===== src/rtl/core/wnp_pkg.sv =====
package wnp_pkg;

	localparam int ANGLE_FRAC_BITS  = 13;
	localparam int CORDIC_STEPS_DEF = 16;
	localparam int ATAN_ENTRIES     = 24;

	// pi with 30 fraction bits, and pi rounded to the angle format
	localparam logic signed [35:0] PI_Q30 = 36'sd3373259426;
	localparam logic signed [35:0] RND_Q30 = 36'sd1 <<< (29 - ANGLE_FRAC_BITS);
	localparam logic signed [35:0] PI_QW = (PI_Q30 + RND_Q30) >>> (30 - ANGLE_FRAC_BITS);
	localparam logic signed [17:0] PI_Q = PI_QW[17:0];

	// Configuration register defaults
	localparam logic [15:0] KP_RST  = 16'd2000;
	localparam logic [15:0] KI_RST  = 16'd2000;
	localparam logic [15:0] KD_RST  = 16'd75;
	localparam logic [9:0]  LF_RST  = 10'd1023;
	localparam logic [9:0]  RF_RST  = 10'd1023;
	localparam logic [15:0] RAD_RST = 16'd3277;
	localparam logic [14:0] LIM_RST = 15'd4096;

	// Item kinds
	localparam logic [1:0] KIND_GO   = 2'd1;
	localparam logic [1:0] KIND_STOP = 2'd2;

	typedef enum logic [2:0] {
		CFG_PROP       = 3'd0,
		CFG_INTEG      = 3'd1,
		CFG_DERIV      = 3'd2,
		CFG_LEFT_FULL  = 3'd3,
		CFG_RIGHT_FULL = 3'd4,
		CFG_ARRIVE     = 3'd5,
		CFG_TURN       = 3'd6
	} cfg_idx_t;

	typedef enum logic [1:0] {
		PH_START = 2'd0,
		PH_TURN  = 2'd1,
		PH_PID   = 2'd2,
		PH_STOP  = 2'd3
	} phase_t;

	typedef enum logic [3:0] {
		OP_IDLE, OP_LOAD, OP_SQX, OP_SQY, OP_SQR, OP_ROT,
		OP_DECIDE, OP_MP, OP_MI, OP_MD, OP_SUM, OP_APPLY
	} op_t;

	typedef enum logic [3:0] {
		S_IDLE, S_SQX, S_SQY, S_SQR, S_ROT, S_DECIDE,
		S_MP, S_MI, S_MD, S_SUM, S_APPLY, S_OUT
	} state_t;

	typedef struct packed {
		op_t  op;
		logic out_load;
	} cmd_t;

	typedef struct packed {
		logic go_next;
		logic pid_go;
	} stat_t;

	// atan(2^-i) with 30 fraction bits
	function automatic logic [29:0] atan_q30(input logic [4:0] i);
		logic [29:0] v;
		case (i)
			5'd0:  v = 30'd843314856;
			5'd1:  v = 30'd497837829;
			5'd2:  v = 30'd263043836;
			5'd3:  v = 30'd133525158;
			5'd4:  v = 30'd67021686;
			5'd5:  v = 30'd33543515;
			5'd6:  v = 30'd16775850;
			5'd7:  v = 30'd8388437;
			5'd8:  v = 30'd4194282;
			5'd9:  v = 30'd2097149;
			5'd10: v = 30'd1048575;
			5'd11: v = 30'd524287;
			5'd12: v = 30'd262143;
			5'd13: v = 30'd131071;
			5'd14: v = 30'd65535;
			5'd15: v = 30'd32767;
			5'd16: v = 30'd16383;
			5'd17: v = 30'd8191;
			5'd18: v = 30'd4095;
			5'd19: v = 30'd2047;
			5'd20: v = 30'd1023;
			5'd21: v = 30'd511;
			5'd22: v = 30'd255;
			5'd23: v = 30'd127;
			default: v = 30'd0;
		endcase
		return v;
	endfunction

endpackage


===== src/rtl/core/wnp_ctrl.sv =====
module wnp_ctrl import wnp_pkg::*; #(
	parameter int CORDIC_STEPS = CORDIC_STEPS_DEF,
	localparam int STEP_W = $clog2(CORDIC_STEPS)
) (
	input  logic              clk,
	input  logic              arst_n,
	input  logic              s_tvalid,
	output logic              s_tready,
	output logic              m_tvalid,
	input  logic              m_tready,
	input  stat_t             stat,
	output cmd_t              cmd,
	output logic [STEP_W-1:0] rot_step
);

	state_t            state_q, state_n;
	logic [STEP_W-1:0] step_q;
	logic              out_valid_q;

	assign rot_step = step_q;
	assign m_tvalid = out_valid_q;

	// State, rotation counter and output beat flag
	always_ff @(posedge clk or negedge arst_n) begin
		if (!arst_n) begin
			state_q     <= S_IDLE;
			step_q      <= '0;
			out_valid_q <= 1'b0;
		end else begin
			state_q <= state_n;
			if (state_q == S_ROT) begin
				step_q <= step_q + 1'b1;
			end else begin
				step_q <= '0;
			end
			if (cmd.out_load) begin
				out_valid_q <= 1'b1;
			end else if (m_tready) begin
				out_valid_q <= 1'b0;
			end
		end
	end

	// Next state and commands
	always_comb begin
		state_n      = state_q;
		cmd.op       = OP_IDLE;
		cmd.out_load = 1'b0;
		s_tready     = 1'b0;
		case (state_q)
			S_IDLE: begin
				s_tready = 1'b1;
				if (s_tvalid) begin
					cmd.op  = OP_LOAD;
					state_n = stat.go_next ? S_SQX : S_OUT;
				end
			end
			S_SQX: begin
				cmd.op  = OP_SQX;
				state_n = S_SQY;
			end
			S_SQY: begin
				cmd.op  = OP_SQY;
				state_n = S_SQR;
			end
			S_SQR: begin
				cmd.op  = OP_SQR;
				state_n = S_ROT;
			end
			S_ROT: begin
				cmd.op = OP_ROT;
				if (step_q == STEP_W'(CORDIC_STEPS - 1)) begin
					state_n = S_DECIDE;
				end
			end
			S_DECIDE: begin
				cmd.op  = OP_DECIDE;
				state_n = stat.pid_go ? S_MP : S_OUT;
			end
			S_MP: begin
				cmd.op  = OP_MP;
				state_n = S_MI;
			end
			S_MI: begin
				cmd.op  = OP_MI;
				state_n = S_MD;
			end
			S_MD: begin
				cmd.op  = OP_MD;
				state_n = S_SUM;
			end
			S_SUM: begin
				cmd.op  = OP_SUM;
				state_n = S_APPLY;
			end
			S_APPLY: begin
				cmd.op  = OP_APPLY;
				state_n = S_OUT;
			end
			S_OUT: begin
				if (!out_valid_q || m_tready) begin
					cmd.out_load = 1'b1;
					state_n      = S_IDLE;
				end
			end
			default: state_n = S_IDLE;
		endcase
	end

endmodule


===== config.mk =====
export PLATFORM = sky130hd
export DESIGN_NAME = wnp_ctrl
export DESIGN_NICKNAME = d
export VERILOG_FILES = /design/src/rtl/core/wnp_pkg.sv /design/src/rtl/core/wnp_ctrl.sv
export SDC_FILE = /design/constraint.sdc
export NUM_CORES = 1
export LEC_CHECK = 0
export BUFFER_PORTS_ARGS = -buffer_cell sky130_fd_sc_hd__clkbuf_2
export CAP_MARGIN = 20
export CORE_MARGIN = 10
export CORE_UTILIZATION = 30
export DETAILED_ROUTE_END_ITERATION = 8
export PLACE_DENSITY_LB_ADDON = 0.15
export REMOVE_ABC_BUFFERS = 1
export SLEW_MARGIN = 20
export SYNTH_ARGS = -nofsm -noshare
export SYNTH_HDL_FRONTEND = slang
export SYNTH_SLANG_ARGS = --single-unit

===== constraint.sdc =====
create_clock -name clk -period 1.9 [get_ports clk]
set_clock_uncertainty 0.2 [all_clocks]
set_input_delay 0.095 -clock clk [delete_from_list [all_inputs] [get_ports clk]]
set_output_delay 0.095 -clock clk [all_outputs]
set_load 0.01 [all_outputs]

# Word-level counts from Yosys, hierarchy flattened
# Index checks and enable logic that the tools add are counted.
[op_classes] muxes=14 eq_ne=15 n_reduce_logical=5 addsub=1
[op_table] cell="$pmux W4 S12" count=1
[op_table] cell="$pmux W4 S11" count=1
[op_table] cell="$mux W4" count=6
[op_table] cell="$eq A4 B4 Y1 const B" count=5
[op_table] cell="$eq A4 B3 Y1 const B" count=4
[op_table] cell="$eq A4 B2 Y1 const B" count=2
[op_table] cell="$mux W1" count=6
[op_table] cell="$add A4 B1 Y4 const B" count=1
[op_table] cell="$eq A4 B1 Y1 const B" count=1
[op_table] cell="$logic_not A4 Y1" count=1
[op_table] cell="$ne A2 B2 Y1 const B" count=2
[op_table] cell="$reduce_and A3 Y1" count=1
[op_table] cell="$ne A2 B1 Y1 const B" count=1
[op_table] cell="$reduce_bool A2 Y1" count=1
[op_table] cell="$logic_not A1 Y1" count=1
[op_table] cell="$logic_or A1 B1 Y1" count=1
[totals] out_inout_bits=11 in_bits=6 wordCells=38 ff_bits=9

# Depth between registers and ports, before layout
# Gate-level depths: netlist (run 1).
[logic_depth] ltp_word=5 depth_mapped=5 ltp_nobuf=4

# Least setup slack after synthesis (run 1)
# No wires, ideal clock.
[synth_timing] kind="register -> register" startpoint="reg state_q[1]" endpoint="reg state_q[1]" n_path_buf=0 period_less_slack_ns=1.669 t_required_ns=1.580 setup_slack_ns=0.231 path_stages_with_launch=5 arrival_ns=1.349 setup_ns=0.120 path_cell_list="dfrtp_1 > or4b_4 > a31oi_2 > a221oi_2 > a41o_1"
[synth_between] elab_chain_len=3 elab_cells_between_ends=17 classes_between="14 x eq/ne; 1 x mux; 2 x reduce/logical"
[synth_lines] element="start, declared" line="wnp_ctrl.sv:16" source="state_t state_q, state_n;"
[synth_lines] element="start signal, assigned" line="wnp_ctrl.sv:30" source="state_q <= state_n;"
[synth_lines] element="$eq A4 B4 Y1 (tied with other cells)" line="wnp_ctrl.sv:50" source="case (state_q)"
[synth_lines] element="$ne A2 B2 Y1 (no source line) or $ne A2 B1 Y1 (tied branches)"
[synth_lines] element="$reduce_and A3 Y1 (no source line)"
# Several ways; a longest one is shown, not always the timed one.
# A chain may end at the register's enable or synchronous reset.

# Worst setup path in the final report (run 1)
# Ends and elaborated chain as after synthesis.

==> flow_summary.toml, run 1 <==
[place]
placedCellCount = 103
port_buffers = 16
routabilityCongestion = 0.708
placed_area_um2 = 671
hpwl_um = 993

[critical_path]
r2r_cells = 4
worstSetupEndpointType = "flip-flop"
reg2reg_slack_ns = 0.17
r2r-start = "state_q[1]"
cp.required_ns = 1.85
crit_type = "flip-flop to flip-flop"
worst_ep_arrival_time_ns = 1.68
cp-start-kind = "flip-flop"
reg2reg_to = "state_q[1]"
cp_max_fo = 5

[sta]
fin_setup_tns_ns = 0
finalHoldViolations = 0
slew_headroom_pct = 78.6
post-route-min-period_ns = 1.73
fmax_mhz = 579
period_share_pct = 90.9
grt_setup_unrepaired = "no"
hold_ws_ns = 0.0184
tightest_slew_ns = 0.318
finalSetupViolCount = 0
drv_slew = 0

[clocking]
clk_latency_ns = 0.26
clk_pin_slew_ns = 0.06
ctsResizeCount = 0
h-tree-depth = 1
cts_made_buffers = 3
root_buffer = "clkbuf_4"
clockBufferDepth = 2
cts.sinks = 9
cts_tree = "yes"

[power]
p_per_area_nw_per_um2 = 1450
peakVddDrop_v = 0.000645
leakagePower_nw = 0.354
power_mw = 1.04

[detailed_routing]
drt_pre_antenna_iters = 4
viasPerCell = 4.66
wl_per_cell_um = 11.3
via_count = 508
drt-initial-drc-count = 7
ant_nets = 0
routed_wl_um = 1230
drc = 0

[floorplan]
die_area_um2 = 3940
die_h_um = 62.7
num_rows = 15
die_w_um = 62.7
core_area_um2 = 1730
start_util_pct = 31.7
num_io_pins = 17

[yosys]
synth_cells = 62
synth-seq-area-share_pct = 41.1
synth_cell_types = 28
netlist_area_um2 = 548
yosys_warnings = 0
synth_top_cell_area_share_pct = 41.1
synth.largest_area_cell = "dfrtp_1"
synth.avg_cell_area_um2 = 8.84
synthTopCellsByArea = "dfrtp_1 41%, nor2_1 6.2%, xnor2_1 4.8%"
ys_seq_elements = 9

[finish]
stdcell_count = 109
area.growth.synth_to_final_pct = 30.8
fin_nets = 92
antennaDiodeCount = 0
design_area_um2 = 717
fillerInstances = 192
layout_common_cells = "16 x clkbuf_2, 9 x nor2_1, 9 x dfrtp_1"
drive_above_1_share_pct = 33.3
final_common_cell = "clkbuf_2"

[job]
drv_cap = 0

[status]
status = "complete, no violations"

[global_routing]
antenna_found_initial = 0
grt_pass1_wl_um = 2160
grt_pass1_vias = 492
grt.overflow.total = 0
track_usage_pct = 6.61
grt_max_degree = 12

[worst_hold_path]
hold_class = "primary input to asynchronous set/reset pin"
flip-flops by register name, summed over array words and instances (netlist names):
signal / count
state_q: 4
rot_step: 4
m_tvalid: 1
worst max-delay path by stage:
stage          startpoint         end  slack, ns  cells after the start
2_1_floorplan  state_q[1]  state_q[1]       0.09                      4
3_3_place_gp   state_q[1]  state_q[1]       0.19                      4
3_5_place_dp   state_q[1]  state_q[1]       0.17                      4
4_1_cts        state_q[1]  state_q[1]       0.16                      4
5_1_grt        state_q[3]      cmd[0]       0.03                      5
6_report       state_q[1]  state_q[1]       0.17                      4
stage by stage:
stage | utilization, % | worst slack, ns
after floorplan | - | 0.0868
after global placement | 38.8 | 0.191
after detailed placement | 38.8 | 0.170
after CTS | 41.5 | 0.162
after global routing | 41.5 | 0.0257
final | 41.5 | 0.173
synth_stat cells, drive strengths merged:
master	number
dfrtp	9
nor2	9
o21ai	6
nand2	5
inv	4
buf	3
xnor2	3
a21oi	2
nand2b	2
nand3	2
nor2b	2
nor4	2
a21boi	1
a21o	1
a221oi	1
a31o	1
a31oi	1
a41o	1
clkbuf	1
ha	1
nor3	1
nor3b	1
o31ai	1
or4b	1
xor2	1
report_power, final:
group | internal [mW] | switching, mW | leakage, nW
sequential | 0.243 | 0.0265 | 0.119
combinational | 0.278 | 0.348 | 0.220
clock | 0.0805 | 0.0601 | 0.0150
logic make-up after synthesis:
group,after synthesis,share of synthesized area (%)
AND/OR/NAND/NOR,25,24.2
AO/OA/AOI/OAI,15,19.9
flip-flops,9,41.1
buffers and inverters,8,6.16
XOR/XNOR,4,6.39
adder cells (fa/ha/maj),1,2.28
layer usage:
layer | share of wire, % | global-route usage, %
met3 | 9.9 | 5.02
met1 | 45 | 7.61
met2 | 45 | 9.74
met5 | 0 | 0
met4 | 0.65 | 0.838
layout make-up:
type / instances / area (µm²) / share of cell area (%)
clock buffers: 4 / 26.3 / 3.66
flip-flops and latches: 9 / 225 / 31.4
inverters: 4 / 15.0 / 2.09
well taps: 25 / 31.3 / 4.36
repair buffers: 22 / 130 / 18.2
multi-input cells: 45 / 289 / 40.3
worst max-delay path, cell delays in order, from the launching register on:
cell and delay (ns):
dfrtp_1 0.37, or4b_4 0.58, a31oi_2 0.18, a221oi_2 0.07, a41o_1 0.22
timing repair:
action	CTS	global route
buffers inserted	0	0
hold buffers	2	0
hold endpoints to repair	10	0
(Power assumes the default switching activity.)
==> run 2: changes to the inputs <==
==> constraint.sdc (replaced) <==
create_clock -name clk -period 1.69 [get_ports clk]
set_clock_uncertainty 0.2 [all_clocks]
set_input_delay 0.0845 -clock clk [delete_from_list [all_inputs] [get_ports clk]]
set_output_delay 0.0845 -clock clk [all_outputs]
set_load 0.01 [all_outputs]
==> run 2 against run 1 <==
Sequential cell count did not move; utilization rose by 4.9 points; total power grew 28%; wire length is 8.5% higher; sequential share of layout area decreased by 3.3 points; die area stayed put; combinational power is 38% higher; cell area increased by 12%; largest cell class unchanged; largest power group unchanged; worst hold slack worse by 0.0057 ns; maximum frequency up 3.1%; critical path depth unchanged; global-route usage hardly changed.
==> flow_summary.toml, run 2 (synthesized netlist as in run 1, its figures left out) <==
[global_routing]
grt_pass1_wl_um = 2200
grt.overflow.total = 0
grt_max_degree = 12
grt_busiest_layer = "met2"
gr-usage-met2_pct = 9.74
antenna_found_initial = 0
grt_pass1_vias = 500
track_usage_pct = 6.62
grt_use_met3_pct = 2.69
grtUsageMet1_pct = 8.05

[finish]
ff_latch_area_um2 = 225
drive_above_1_share_pct = 40.7
layout_common_cells = "14 x clkbuf_2, 9 x nor2_1, 9 x dfrtp_1"
stdcell_count = 116
fin_nets = 99
final_util_pct = 46.4
design_area_um2 = 802
antennaDiodeCount = 0
fillerInstances = 194
area.growth.synth_to_final_pct = 46.3
multi_input_area_um2 = 310
final_common_cell = "clkbuf_2"

[power]
peakVddDrop_v = 0.000554
power_mw = 1.33
p_per_area_nw_per_um2 = 1660
leakagePower_nw = 0.395

[clocking]
clk_latency_ns = 0.25
cts_tree = "yes"
clockBufferDepth = 2
cts.sinks = 9
clk_pin_slew_ns = 0.06
cts_made_buffers = 3
h-tree-depth = 1
root_buffer = "clkbuf_4"

[critical_path]
cp_slowest_cell = "or4b_4"
cp-start-kind = "flip-flop"
crit_family = "simple AND/OR/NAND/NOR gates"
path_buf_inv = 0
r2r-start = "state_q[1]"
crit_chain = "or4b_4, a31oi_4, a221oi_2, a31o_1"
cp_max_fo = 3
r2r_cells = 4
reg2reg_slack_ns = 0.01
crit_path_max_incr_delay_ns = 0.56
worstSetupEndpointType = "flip-flop"
worst_ep_arrival_time_ns = 1.62
crit_type = "flip-flop to flip-flop"
reg2reg_to = "state_q[0]"
cp.required_ns = 1.63

[floorplan]
num_io_pins = 17
core_area_um2 = 1730
num_rows = 15
start_util_pct = 31.7
die_w_um = 62.7
die_h_um = 62.7
die_area_um2 = 3940

[job]
drv_cap = 0

[place]
port_buffers = 16
place_ws_ns = -0.0178
placedCellCount = 105
placed_area_um2 = 686
hpwl_um = 1010
routabilityCongestion = 0.693

[detailed_routing]
viasPerCell = 4.47
ant_nets = 0
routed_wl_um = 1330
via_count = 518
wl_per_cell_um = 11.5
drc = 0
drt_pre_antenna_iters = 4
drt-initial-drc-count = 6

[worst_hold_path]
hold_class = "primary input to asynchronous set/reset pin"

[sta]
hold_ws_ns = 0.0127
finalHoldViolations = 0
tightest_slew_ns = 0.285
period_share_pct = 99.1
finalSetupViolCount = 0
post-route-min-period_ns = 1.68
fmax_mhz = 597
fin_ws_ns = 0.0148
fin_setup_tns_ns = 0
slew_headroom_pct = 80.8
grt_setup_unrepaired = "yes"
drv_slew = 0

[status]
status = "complete, no violations"
run 2: worst max path at each step:
stage | start | endpoint | slack, ns | cells past startpoint
detailed placement | state_q[1] | state_q[0] | -0.02 | 4
global route | state_q[1] | state_q[0] | -0.03 | 4
floorplan | state_q[1] | state_q[1] | -0.12 | 4
finish | state_q[1] | state_q[0] | 0.01 | 4
CTS | state_q[3] | state_q[1] | 0.0009 | 4
global placement | state_q[1] | state_q[0] | 0.02 | 4
run 2: cell type report:
class,instances,area share [%]
flip-flops and latches,9,28.1
well taps,25,3.90
multi-input cells,45,38.7
inverters,4,1.87
clock buffers,4,3.28
repair buffers,29,24.2
run 2: what timing repair did:
action | in CTS | in global routing
gates resized for setup | 1 | 8
pin swaps | 2 | 2
hold buffers | 2 | 0
buffers inserted | 0 | 5
endpoints found under the setup margin | 2 | 6
endpoints found under the hold margin | 10 | 0
run 2: worst register-to-register path, cell delays in order (launching register included):
cell      delay [ns]
dfrtp_1         0.39
or4b_4          0.56
a31oi_4         0.16
a221oi_2        0.07
a31o_1          0.19
run 2: power by group:
group | switching, mW | internal, mW
combinational | 0.424 | 0.438
sequential | 0.0345 | 0.273
clock | 0.0687 | 0.0906
run 2: metal layers:
layer / up-vias / routed length [µm] / share of wire [%]
li1: 276 / - / -
met1: 231 / 630 / 47
met2: 9 / 615 / 46
met3: 2 / 79 / 5.9
met4: 0 / 8 / 0.60
met5: - / 0 / 0
==> run 3: changes to the inputs <==
--- a/config.mk
+++ b/config.mk
@@ -7,9 +7,9 @@
 export LEC_CHECK = 0
 export BUFFER_PORTS_ARGS = -buffer_cell sky130_fd_sc_hd__clkbuf_2
 export CAP_MARGIN = 20
-export CORE_MARGIN = 10
-export CORE_UTILIZATION = 30
+export CORE_AREA = 10 10 47 49
 export DETAILED_ROUTE_END_ITERATION = 8
+export DIE_AREA = 0 0 57 59
 export PLACE_DENSITY_LB_ADDON = 0.15
 export REMOVE_ABC_BUFFERS = 1
 export SLEW_MARGIN = 20
==> run 3 against run 2 <==
Worst setup slack lost 0.0021 ns; non-clock buffer count is the same; maximum frequency is 0.13% lower; total power rose by 1.4%.
==> flow_summary.toml, run 3 (synthesized netlist as in run 1, its figures left out) <==
[status]
status = "complete, no violations"

[floorplan]
die_h_um = 59
core_area_um2 = 1400
start_util_pct = 39.1
die_w_um = 57
num_io_pins = 17
num_rows = 14
die_area_um2 = 3360

[finish]
drive_above_1_share_pct = 41.8
layout_common_cells = "15 x clkbuf_2, 9 x nor2_1, 9 x dfrtp_1"
area.growth.synth_to_final_pct = 44.3
final_util_pct = 56.4
final_common_cell = "clkbuf_2"
fin_nets = 99
stdcell_count = 107
antennaDiodeCount = 0
fillerInstances = 131

[sta]
finalSetupViolCount = 0
post-route-min-period_ns = 1.68
grt_setup_unrepaired = "yes"
drv_slew = 0
fin_setup_tns_ns = 0
fin_ws_ns = 0.0126
fmax_mhz = 596
period_share_pct = 99.3
tightest_slew_ns = 0.313
finalHoldViolations = 0
slew_headroom_pct = 79.0

[global_routing]
antenna_found_initial = 0
grt_pass1_wl_um = 2260
grt_max_degree = 12
track_usage_pct = 8.10
grt_pass1_vias = 533
grt.overflow.total = 0

[detailed_routing]
wl_met2_um = 737
wl_per_cell_um = 13.2
wl_met3_um = 70
drc = 0
via_count = 546
highest_layer = "met4"
wirelength_met1_um = 577
drt_pre_antenna_iters = 3
ant_nets = 0
drt-initial-drc-count = 5
routed_wl_um = 1410
viasPerCell = 5.10

[place]
port_buffers = 16
hpwl_um = 1020
placedCellCount = 96
routabilityCongestion = 0.777
place_ws_ns = -0.0183

[clocking]
clk_pin_slew_ns = 0.06
cts.sinks = 9
cts_tree = "yes"
cts_made_buffers = 3
root_buffer = "clkbuf_4"
clockBufferDepth = 2
h-tree-depth = 1
clk_latency_ns = 0.26

[critical_path]
r2r_cells = 4
crit_end = "state_q[1]"
r2r-start = "state_q[0]"
worst_ep_arrival_time_ns = 1.62
cp_max_fo = 3
cp-start-kind = "flip-flop"
setup.worst_path.start = "state_q[0]"
crit_type = "flip-flop to flip-flop"
cp.required_ns = 1.64
worstSetupEndpointType = "flip-flop"
reg2reg_to = "state_q[1]"
reg2reg_slack_ns = 0.01

[power]
power_mw = 1.35
p_per_area_nw_per_um2 = 1700
peakVddDrop_v = 0.000606
leakagePower_nw = 0.397

[worst_hold_path]
hold_class = "primary input to asynchronous set/reset pin"

[job]
drv_cap = 0
-- run 3: per-layer routing --
metal / vias to the layer above / global-route usage [%]
li1: 273 / -
met1: 261 / 8.24
met2: 10 / 14.0
met3: 2 / 2.15
met4: 0 / 6.04
met5: - / 0
-- run 3: timing repair --
item / 4_1_cts / 5_1_grt
buffers inserted: 0 / 4
gates resized for setup: 1 / 7
pin swaps: 2 / 4
cloned: 0 / 1
endpoints found under the setup margin: 2 / 5
hold endpoints to repair: 10 / 0
hold buffers: 2 / 0
-- run 3: worst min-delay path by stage --
stage,cells after the start,to
floorplan,0,m_tvalid
global placement,1,m_tvalid
detailed placement,1,state_q[2]
CTS,2,state_q[0]
global route,2,state_q[2]
finish,2,m_tvalid
-- run 3: final cells by class --
type,count,area (µm²),area share (%)
tap,16,20.0,2.53
multi-input combinational,45,313,39.6
inverter,4,15.0,1.90
sequential,9,225,28.5
timing repair buffer,29,191,24.2
clock buffer,4,26.3,3.32
-- run 3: critical path: stages, from the launching register on --
cell      delay, ns
dfrtp_1        0.39
or4b_4         0.56
a31oi_4        0.16
a221oi_2       0.06
a41o_1         0.20
-- run 3: through the flow --
stage	hold slack (ns)	instance area (µm²)
finish	0.0105	791
global route	0.0288	791
CTS	0.00326	729
detailed placement	-0.250	674
global placement	-0.248	674
floorplan	-0.411	529
-- run 3: report_power, final --
part           leakage (nW)  internal, mW  total, mW  switching, mW
logic                 0.262         0.438      0.872          0.434
clock network        0.0150        0.0908      0.164         0.0728
registers             0.119         0.273      0.312         0.0392
total                 0.397         0.802       1.35          0.546
